**src/rtl/esc_pkg.sv**
```systemverilog
`timescale 1ns / 1ps
// ----------------------------------------------------------------------------
// esc_pkg
// Constants and month table for the epoch seconds to calendar converter.
// ----------------------------------------------------------------------------
package esc_pkg;

	localparam int unsigned SecsPerDay     = 86400;
	localparam int unsigned DaysRecip      = 49710;  // floor(2^25 / 675)
	localparam int unsigned DaysRecipShift = 25;
	localparam int unsigned DaysDiv        = 675;    // 86400 >> 7
	localparam int unsigned HourRecip      = 4661;   // ceil(2^20 / 225)
	localparam int unsigned HourRecipShift = 20;
	localparam int unsigned SecsPerHour    = 3600;
	localparam int unsigned WdayRecip      = 74899;  // ceil(2^19 / 7)
	localparam int unsigned WdayRecipShift = 19;
	localparam int unsigned CycleRecip     = 45934;  // ceil(2^26 / 1461)
	localparam int unsigned CycleRecipShift = 26;
	localparam int unsigned CycleDays      = 1461;
	localparam int unsigned MinRecip       = 1093;   // ceil(2^14 / 15)
	localparam int unsigned MinRecipShift  = 14;
	localparam int unsigned Mar2100        = 48272;  // 2100-03-01 counted from 1968-01-01
	localparam int unsigned Year2100       = 200;

	typedef logic [15:0] day_cnt_t;

	function automatic logic [8:0] cum_days(input logic leap, input logic [3:0] m);
		logic [8:0] v;
		v = 9'd0;
		case (m)
			4'd1:  v = 9'd31;
			4'd2:  v = leap ? 9'd60  : 9'd59;
			4'd3:  v = leap ? 9'd91  : 9'd90;
			4'd4:  v = leap ? 9'd121 : 9'd120;
			4'd5:  v = leap ? 9'd152 : 9'd151;
			4'd6:  v = leap ? 9'd182 : 9'd181;
			4'd7:  v = leap ? 9'd213 : 9'd212;
			4'd8:  v = leap ? 9'd244 : 9'd243;
			4'd9:  v = leap ? 9'd274 : 9'd273;
			4'd10: v = leap ? 9'd305 : 9'd304;
			4'd11: v = leap ? 9'd335 : 9'd334;
			default: v = 9'd0;
		endcase
		return v;
	endfunction

endpackage

```
**src/rtl/epoch_seconds_to_calendar_core.sv**
```systemverilog
`timescale 1ns / 1ps
// ----------------------------------------------------------------------------
// epoch_seconds_to_calendar_core
// Unsigned epoch seconds plus a signed zone offset to a Gregorian breakdown.
// ----------------------------------------------------------------------------
// channel  direction  handshake              payload
// input    in         in_valid / in_stall    epoch_seconds
// output   out        out_valid / out_stall  second .. leap_year
// config   in         cfg_valid / cfg_ready  utc_offset_seconds
//
// Seven register stages; one transaction per cycle while the output is not stalled.
// The stage count follows the chain of reciprocal multiplications and their corrections.
// All stages advance together; a stall while the output is valid freezes the whole pipe.
// Reset clears valid bits and the offset; no clearing pass.
// ----------------------------------------------------------------------------
module epoch_seconds_to_calendar_core
	import esc_pkg::*;
(
	input  logic              clk,
	input  logic              arst_n,
	input  logic              cfg_valid,
	output logic              cfg_ready,
	input  logic signed [17:0] utc_offset_seconds,
	input  logic              in_valid,
	output logic              in_stall,
	input  logic [31:0]       epoch_seconds,
	output logic              out_valid,
	input  logic              out_stall,
	output logic [5:0]        second,
	output logic [5:0]        minute,
	output logic [4:0]        hour,
	output logic [2:0]        weekday,
	output logic [7:0]        year_since_1900,
	output logic [8:0]        day_of_year,
	output logic [3:0]        month,
	output logic [4:0]        day_of_month,
	output logic              leap_year
);

	logic signed [17:0] offset_q;
	logic               adv;
	logic [6:0]         v_q;

	logic [24:0] x_s1;
	logic [6:0]  lo_s1;
	logic [40:0] p_s1;

	logic [15:0] days_s2;
	logic [16:0] sod_s2;

	day_cnt_t    d_s3;
	logic [16:0] sod_s3;

	logic [16:0] sod_s4;
	logic [24:0] hp_s4;
	logic [15:0] wx_s4;
	logic [31:0] wp_s4;
	logic [15:0] e_s4;
	logic [31:0] ep_s4;

	logic [4:0]  hour_s5;
	logic [11:0] hrem_s5;
	logic [2:0]  wd_s5;
	logic [5:0]  c_s5;
	logic [10:0] r_s5;

	logic [4:0]  hour_s6;
	logic [11:0] hrem_s6;
	logic [2:0]  wd_s6;
	logic [19:0] mp_s6;
	logic [7:0]  year_s6;
	logic [8:0]  doy_s6;
	logic        leap_s6;

	// stage combinational values
	logic [15:0] qe_c;
	logic [24:0] r2_full_c;
	logic [10:0] r2_c;
	logic [15:0] days_c;
	logic [9:0]  r2f_c;
	logic signed [19:0] rem_c;
	logic signed [19:0] rem_adj_c;
	logic [15:0] d_c;
	logic [15:0] e_raw_c;
	logic [15:0] e_c;
	logic [4:0]  hour_c;
	logic [16:0] hrem_full_c;
	logic [12:0] wq_c;
	logic [15:0] wd_full_c;
	logic [5:0]  c_c;
	logic [15:0] r5_full_c;
	logic [1:0]  yi_c;
	logic [10:0] doyf_c;
	logic [7:0]  year_c;
	logic        is2100_c;
	logic [8:0]  doy_c;
	logic [5:0]  min_c;
	logic [11:0] sec_full_c;
	logic [3:0]  mon_c;
	logic [8:0]  cum_c;

	assign cfg_ready = 1'b1;
	assign adv       = !(v_q[6] && out_stall);
	assign in_stall  = !adv;
	assign out_valid = v_q[6];

	always_ff @(posedge clk or negedge arst_n) begin
		if (!arst_n) begin
			offset_q <= '0;
		end else if (cfg_valid) begin
			offset_q <= utc_offset_seconds;
		end
	end

	always_ff @(posedge clk or negedge arst_n) begin
		if (!arst_n) begin
			v_q <= '0;
		end else if (adv) begin
			v_q <= {v_q[5:0], in_valid};
		end
	end

	always_comb begin
		qe_c      = p_s1[40:25];
		r2_full_c = x_s1 - 25'(qe_c * 16'(DaysDiv));
		r2_c      = r2_full_c[10:0];
		days_c    = qe_c;
		r2f_c     = r2_c[9:0];
		if (r2_c >= 11'(DaysDiv)) begin
			days_c = qe_c + 16'd1;
			r2f_c  = 10'(r2_c - 11'(DaysDiv));
		end

		rem_c     = $signed({3'b000, sod_s2}) + 20'(offset_q);
		rem_adj_c = rem_c;
		d_c       = days_s2 + 16'd365;
		if (rem_c < -20'sd86400) begin
			rem_adj_c = rem_c + 20'sd172800;
			d_c       = days_s2 + 16'd363;
		end else if (rem_c < 20'sd0) begin
			rem_adj_c = rem_c + 20'sd86400;
			d_c       = days_s2 + 16'd364;
		end else if (rem_c >= 20'sd172800) begin
			rem_adj_c = rem_c - 20'sd172800;
			d_c       = days_s2 + 16'd367;
		end else if (rem_c >= 20'sd86400) begin
			rem_adj_c = rem_c - 20'sd86400;
			d_c       = days_s2 + 16'd366;
		end

		e_raw_c = d_s3 + 16'd366;
		e_c     = (e_raw_c >= 16'(Mar2100)) ? e_raw_c + 16'd1 : e_raw_c;

		hour_c      = hp_s4[24:20];
		hrem_full_c = sod_s4 - 17'(hour_c * 12'(SecsPerHour));
		wq_c        = wp_s4[31:19];
		wd_full_c   = wx_s4 - 16'({wq_c, 3'b000} - {3'b000, wq_c});
		c_c         = ep_s4[31:26];
		r5_full_c   = e_s4 - 16'(c_c * 11'(CycleDays));

		if (r_s5 < 11'd366) begin
			yi_c = 2'd0; doyf_c = r_s5;
		end else if (r_s5 < 11'd731) begin
			yi_c = 2'd1; doyf_c = r_s5 - 11'd366;
		end else if (r_s5 < 11'd1096) begin
			yi_c = 2'd2; doyf_c = r_s5 - 11'd731;
		end else begin
			yi_c = 2'd3; doyf_c = r_s5 - 11'd1096;
		end
		year_c   = 8'd68 + {c_s5, 2'b00} + {6'd0, yi_c};
		is2100_c = (year_c == 8'(Year2100));
		doy_c    = (is2100_c && doyf_c >= 11'd60) ? 9'(doyf_c - 11'd1) : doyf_c[8:0];

		min_c      = mp_s6[19:14];
		sec_full_c = hrem_s6 - 12'(min_c * 6'd60);
		mon_c      = 4'd0;
		for (int k = 1; k < 12; k++) begin
			if (doy_s6 >= cum_days(leap_s6, 4'(k))) begin
				mon_c = 4'(k);
			end
		end
		cum_c = cum_days(leap_s6, mon_c);
	end

	always_ff @(posedge clk) begin
		if (adv) begin
			x_s1  <= epoch_seconds[31:7];
			lo_s1 <= epoch_seconds[6:0];
			p_s1  <= 41'(epoch_seconds[31:7] * 16'(DaysRecip));

			days_s2 <= days_c;
			sod_s2  <= {r2f_c, lo_s1};

			d_s3   <= d_c;
			sod_s3 <= rem_adj_c[16:0];

			sod_s4 <= sod_s3;
			hp_s4  <= 25'(sod_s3[16:4] * 13'(HourRecip));
			wx_s4  <= d_s3 + 16'd3;
			wp_s4  <= 32'((d_s3 + 16'd3) * 17'(WdayRecip));
			e_s4   <= e_c;
			ep_s4  <= 32'(e_c * 16'(CycleRecip));

			hour_s5 <= hour_c;
			hrem_s5 <= hrem_full_c[11:0];
			wd_s5   <= wd_full_c[2:0];
			c_s5    <= c_c;
			r_s5    <= r5_full_c[10:0];

			hour_s6 <= hour_s5;
			hrem_s6 <= hrem_s5;
			wd_s6   <= wd_s5;
			mp_s6   <= 20'(hrem_s5[11:2] * 11'(MinRecip));
			year_s6 <= year_c;
			doy_s6  <= doy_c;
			leap_s6 <= (yi_c == 2'd0) && !is2100_c;

			second          <= sec_full_c[5:0];
			minute          <= min_c;
			hour            <= hour_s6;
			weekday         <= wd_s6;
			year_since_1900 <= year_s6;
			day_of_year     <= doy_s6;
			month           <= mon_c;
			day_of_month    <= 5'(doy_s6 - cum_c + 9'd1);
			leap_year       <= leap_s6;
		end
	end

	a_time_range: assert property (@(posedge clk) disable iff (!arst_n)
		out_valid |-> (hour < 5'd24 && minute < 6'd60 && second < 6'd60))
		else $error("time of day out of range");

	a_date_range: assert property (@(posedge clk) disable iff (!arst_n)
		out_valid |-> (month < 4'd12 && day_of_month != 5'd0 && weekday < 3'd7))
		else $error("date out of range");

	a_year_len: assert property (@(posedge clk) disable iff (!arst_n)
		out_valid && !leap_year |-> day_of_year < 9'd365)
		else $error("day of year beyond common year");

endmodule

```
**config.mk**
```make
export PLATFORM = sky130hd
export DESIGN_NAME = epoch_seconds_to_calendar_core
export DESIGN_NICKNAME = d
export VERILOG_FILES = /design/src/rtl/esc_pkg.sv /design/src/rtl/epoch_seconds_to_calendar_core.sv
export SDC_FILE = /design/constraint.sdc
export NUM_CORES = 2
export LEC_CHECK = 0
export BUFFER_PORTS_ARGS = -buffer_cell sky130_fd_sc_hd__buf_4
export CORE_UTILIZATION = 65
export CTS_CLUSTER_SIZE = 8
export DETAILED_ROUTE_END_ITERATION = 16
export HOLD_SLACK_MARGIN = 0.15
export PLACE_DENSITY = 0.83
export SLEW_MARGIN = 20
export SYNTH_ARGS = -nofsm -noshare
export SYNTH_HDL_FRONTEND = slang
export SYNTH_SLANG_ARGS = --single-unit
```
**constraint.sdc**
```tcl
create_clock -name clk -period 12.46 [get_ports clk]
set_clock_uncertainty 0.2 [all_clocks]
set_input_delay 1.869 -clock clk [delete_from_list [all_inputs] [get_ports clk]]
set_output_delay 1.869 -clock clk [all_outputs]
set_load 0.005 [all_outputs]
```
# Word-level counts from Yosys, hierarchy flattened
# Index checks and enable logic that the tools add are counted.
# word_totals
wordCells	153
out_inout_bits	50
reg_bits	389
# classes
n_reduce_logical	5
multipliers	9
n_addsub	30
n_eq_ne	12
order_cmp	21
n_mux	40
# op_table
op	count
16-bit by 9-bit adder with 16-bit output, second input constant	6
16-bit 2-to-1 mux	6
17-bit 2-to-1 mux	4
5-bit one-hot mux with 11 select lines	1
4-bit 2-to-1 mux	11
25-bit by 15-bit multiplier with 40-bit output, second input constant	1
9-bit by 8-bit greater-or-equal comparator with 1-bit output	4
17-bit adder, second input constant	2
17-bit subtractor, second input constant	2
11-bit 2-to-1 mux	3
16-bit by 1-bit adder with 16-bit output, second input constant	2
16-bit by 15-bit multiplier with 31-bit output, second input constant	1
9-bit greater-or-equal comparator	3
13-bit by 13-bit multiplier with 25-bit output, second input constant	1
17-bit by 17-bit multiplier with 22-bit output, second input constant	1
11-bit subtractor	2
10-bit by 11-bit multiplier with 20-bit output, second input constant	1
18-bit by 18-bit adder with 19-bit output	1
19-bit by 18-bit greater-or-equal comparator with 1-bit output, second input constant	1
19-bit greater-or-equal comparator, second input constant	1
19-bit by 1-bit less-than comparator with 1-bit output, second input constant	1
19-bit by 18-bit less-than comparator with 1-bit output, second input constant	1
9-bit by 7-bit greater-or-equal comparator with 1-bit output	2
16-bit by 2-bit adder with 17-bit output, second input constant	1
39 further kinds	58

# Longest topological paths before layout
# depth
ltp_word	16
depth_mapped	37
mapped_depth_nobuf	37

# Least setup slack after synthesis
# Ideal clock, no wire load.
# synth_timing
path_kind	input to output
start	in out_stall
end	out in_stall
arrival_ns	7.863
path_slack_ns	2.528
required_time_ns	10.391
cell_stages	2
path_buffers	0
cell_sequence	nand2_1 inv_1
# synth_between
elab_chain_len	1
# synth_lines
item	line	text
from (decl)	epoch_seconds_to_calendar_core.sv:28	input logic out_stall,
1-bit logical AND	epoch_seconds_to_calendar_core.sv:103	assign adv = !(v_q[6] && out_stall);
to (decl)	epoch_seconds_to_calendar_core.sv:25	output logic in_stall,
# Every way passes these cells.

# Worst setup path after layout
# layout_timing
start	reg d_s3[1]
end	reg ep_s4[31] (data pin)
# layout_between
elab_chain_len	4
word_cells_on_any_way	5
classes_between	2 x add/sub; 1 x mul; 1 x order compare; 1 x mux
# layout_lines
item	line	text
from (decl)	epoch_seconds_to_calendar_core.sv:51	day_cnt_t d_s3;
from (signal assigned)	epoch_seconds_to_calendar_core.sv:194	d_s3 <= d_c;
16-bit by 9-bit adder with 16-bit output (*)	epoch_seconds_to_calendar_core.sv:151	e_raw_c = d_s3 + 16'd366;
16-bit by 1-bit adder with 16-bit output or 16-bit greater-or-equal comparator (tied branches)	epoch_seconds_to_calendar_core.sv:152	e_c = (e_raw_c >= 16'(Mar2100)) ? e_raw_c + 16'd1 : e_raw_c;
16-bit 2-to-1 mux (*)	epoch_seconds_to_calendar_core.sv:152	
16-bit by 15-bit multiplier with 31-bit output (*)	epoch_seconds_to_calendar_core.sv:202	ep_s4 <= 32'(e_c * 16'(CycleRecip));
to (signal assigned)	epoch_seconds_to_calendar_core.sv:202	
to (decl)	epoch_seconds_to_calendar_core.sv:59	logic [31:0] ep_s4;
# Mark *: on every way between the ends. The rest lies on a longest branch, timed or not.
# A chain may end at the register's enable or synchronous reset.

==> flow_summary.yaml <==
outcome:
  status: "complete, no violations"
cells_and_area:
  area_growth_pct: 8.09
  multiInputGateArea_mm2: 0.0222
  fillCellCount: 3549
  seq_area_mm2: 0.00849
  nets: 4282
  antenna_cells: 0
  fin_area_mm2: 0.0360
  drive_above_1_share_pct: 7.42
die:
  die-area_mm2: 0.0522
  num_io_pins: 105
  start_util_pct: 66.2
  rows: 82
  die_h_um: 229
  die_x_um: 229
  core_area_mm2: 0.0504
place:
  dp_hpwl_um: 55100
  gp_congestion: 0.907
  port_buffers: 103
  place_area_mm2: 0.0349
drt:
  num_vias: 22500
  dr.pass1.iters: 6
  ant_nets: 0
  drc: 0
  wl_per_cell_um: 17.1
  first_iter_violations: 1309
  vias_per_cell: 5.68
  wl_um: 67400
clocking:
  root_buffer: "clkbuf_16"
  cts_buffer_depth: 3
  clock-sinks: 287
  cts_setup_buffers: 0
  tritoncts: "done"
  clkTransAtPathRegs_ns: 0.05
  h-tree-depth: 2
  cts_buffers: 42
  cts_resized: 0
  postCtsHoldBufs: 0
  insertion_delay_ns: 0.58
logic_synthesis:
  ys_seq_area_share_pct: 25.5
  ys.flop_type: "edfxtp_1"
  yosys_warnings: 0
  synthArstFlopShare_pct: 8.71
  synth_edf_count: 262
  netlist_area_mm2: 0.0333
  ys_types: 102
  synth_nets: 4171
  syn_inst: 3153
  syn_avg_cell_area_um2: 10.6
  ys_ff_latch: 287
global_route:
  grt_max_degree: 75
  grt-ovfl-total: 0
  grt_util_all_layers_pct: 26.9
  grt_pass1_vias: 24100
  grt_pass1_wl_um: 115000
  antenna_found_initial: 0
sta:
  slew_headroom_pct: 31.0
  max_freq_mhz: 102
  finalCritPeriodShare_pct: 78.4
  setup_tns_ns: 0
  min_period_ns: 9.77
  rsz0062_at_grt: "false"
  hold_viol: 0
  finalSetupViolations: 0
  max_slew.worst_pin.slew_ns: 1.03
  slew_violations: 0
critical_path:
  endpoint_kind: "register"
  crit_buf_inv: 6
  crit_family: "adder cells"
  worst_ep_arrival_time_ns: 9.87
  crit_fanout: 9
  crit_path_top_delay_cell: "o31ai_1"
  path_class: "register to register"
  worstPathRequired_ns: 12.56
  cp-start-kind: "register"
  slowest_delay_ns: 0.75
run:
  maxCapViolCount: 0
hold_path:
  min_path_type: "register to register"
-- worst reg2reg max path: cells and delay by family, from the launching register on --
kind | cells | cell delay, ns
DFF | 1 | 0.47
buffers and inverters | 6 | 0.64
adders and majority gates | 8 | 3.62
AOI/OAI and AO/OA | 15 | 3.44
and+or+nand+nor | 5 | 1.08
xor gates and xnor gates | 1 | 0.09
-- state kept, by name, indices dropped and copies added (netlist names), 7 cells and up --
signal / cells
p_s1: 16
year_s6: 8
doy_s6: 9
day_of_year: 9
r_s5: 11
offset_q: 18
sod_s2: 17
sod_s3: 17
e_s4: 11
x_s1: 11
days_s2: 16
year_since_1900: 8
lo_s1: 7
v_q: 7
hrem_s5: 12
d_s3: 16
sod_s4: 12
-- path summary, 6_finish.rpt --
kind	start	endpoint	slack, ns	depth (start not counted)
hold / removal	mp_s6[18]$_DFFE_PN_	minute[4]$_DFFE_PN_	0.21	0
max in group asynchronous	arst_n	v_q[3]$_DFFE_PN0N_	10.82	1
hold reg to reg	mp_s6[18]$_DFFE_PN_	minute[4]$_DFFE_PN_	0.21	0
setup reg to reg	d_s3[1]$_DFFE_PN_	ep_s4[31]$_DFFE_PN_	2.69	35
min in group asynchronous	arst_n	v_q[5]$_DFFE_PN0N_	0.99	1
setup / recovery	d_s3[1]$_DFFE_PN_	ep_s4[31]$_DFFE_PN_	2.69	35
-- placed cells by master, fill, tap and decap left out, drive strengths merged, types with 32 or more instances in the layout --
cell type	netlist	routed
a21oi	120	120
nand2	118	118
ha	661	661
a21o	49	49
buf	14	111
nor3	39	39
nor2	130	130
inv	670	671
xnor2	159	159
o21ai	100	100
fa	302	302
clkbuf	30	54
xor2	75	75
edfxtp	262	262
nand3	32	32
-- cell usage after synthesis (5+ instances only) --
master,count,area (um^2)
nand2b_1,27,169
edfxtp_1,262,7870
o21ai_0,88,440
or2_2,11,68.8
mux2_2,26,293
a211oi_1,12,90.1
nand2_1,118,443
o211ai_1,11,82.6
mux2i_1,9,90.1
inv_1,669,2510
nor2_1,127,477
a31oi_1,11,68.8
xor2_1,75,657
nand3_1,32,160
fa_1,302,6050
or3_1,6,37.5
a21oi_1,117,586
a311oi_1,5,43.8
nor4_1,9,56.3
o22ai_1,5,31.3
nand4_1,25,156
a21boi_0,8,60.1
and3_1,16,100
ha_1,661,8270
a21o_1,49,368
or4_1,5,37.5
buf_2,8,40.0
nor2b_1,23,144
o31ai_1,10,75.1
a31o_2,5,43.8
o21ai_1,7,35.0
dfrtp_1,25,626
and2_1,11,68.8
nor3_1,38,190
xnor2_1,155,1360
o21a_1,20,150
clkbuf_1,30,113
o21bai_1,14,105
-- per-stage QoR --
step | hold slack [ns] | cells | utilization [%] | setup WS, ns
floorplan | 0.200 | 3153 | - | 2.53
global placement | 0.200 | 3892 | 69.2 | 3.12
detailed placement | 0.205 | 3892 | 69.2 | 2.84
CTS | 0.214 | 3949 | 71.6 | 2.74
global route | 0.222 | 3949 | 71.6 | 1.96
finish | 0.209 | 3949 | 71.6 | 2.69
-- routing by layer --
metal	global-route usage, %	wire length, um	vias up	part of all wire [%]
li1	-	-	10800	-
met3	2.93	2240	124	3.3
met5	0	0	-	0
met2	50.2	35700	527	53
met1	32.8	28000	11000	41
met4	7.19	1530	0	2.3
-- cell families after synthesis --
kind of cell	share of synthesized area (%)
simple gates	7.08
compound gates	9.00
xor+xnor	6.27
other cells	0.0112
buf+inv	8.10
mux	1.15
flops	25.5
fa+ha+maj	42.9
-- cell type report --
cell class / count / share of cell area (%)
multi-input cells: 2152 / 61.5
flip-flops and latches: 287 / 23.6
inverters: 670 / 6.98
clock buffers: 54 / 3.16
well taps: 672 / 2.33
repair buffers: 111 / 2.31
clock inverters: 3 / 0.149
Power is left out: the tool's default activity adds up to more than one toggle a clock period on the data nets, which glitch-free logic cannot reach.
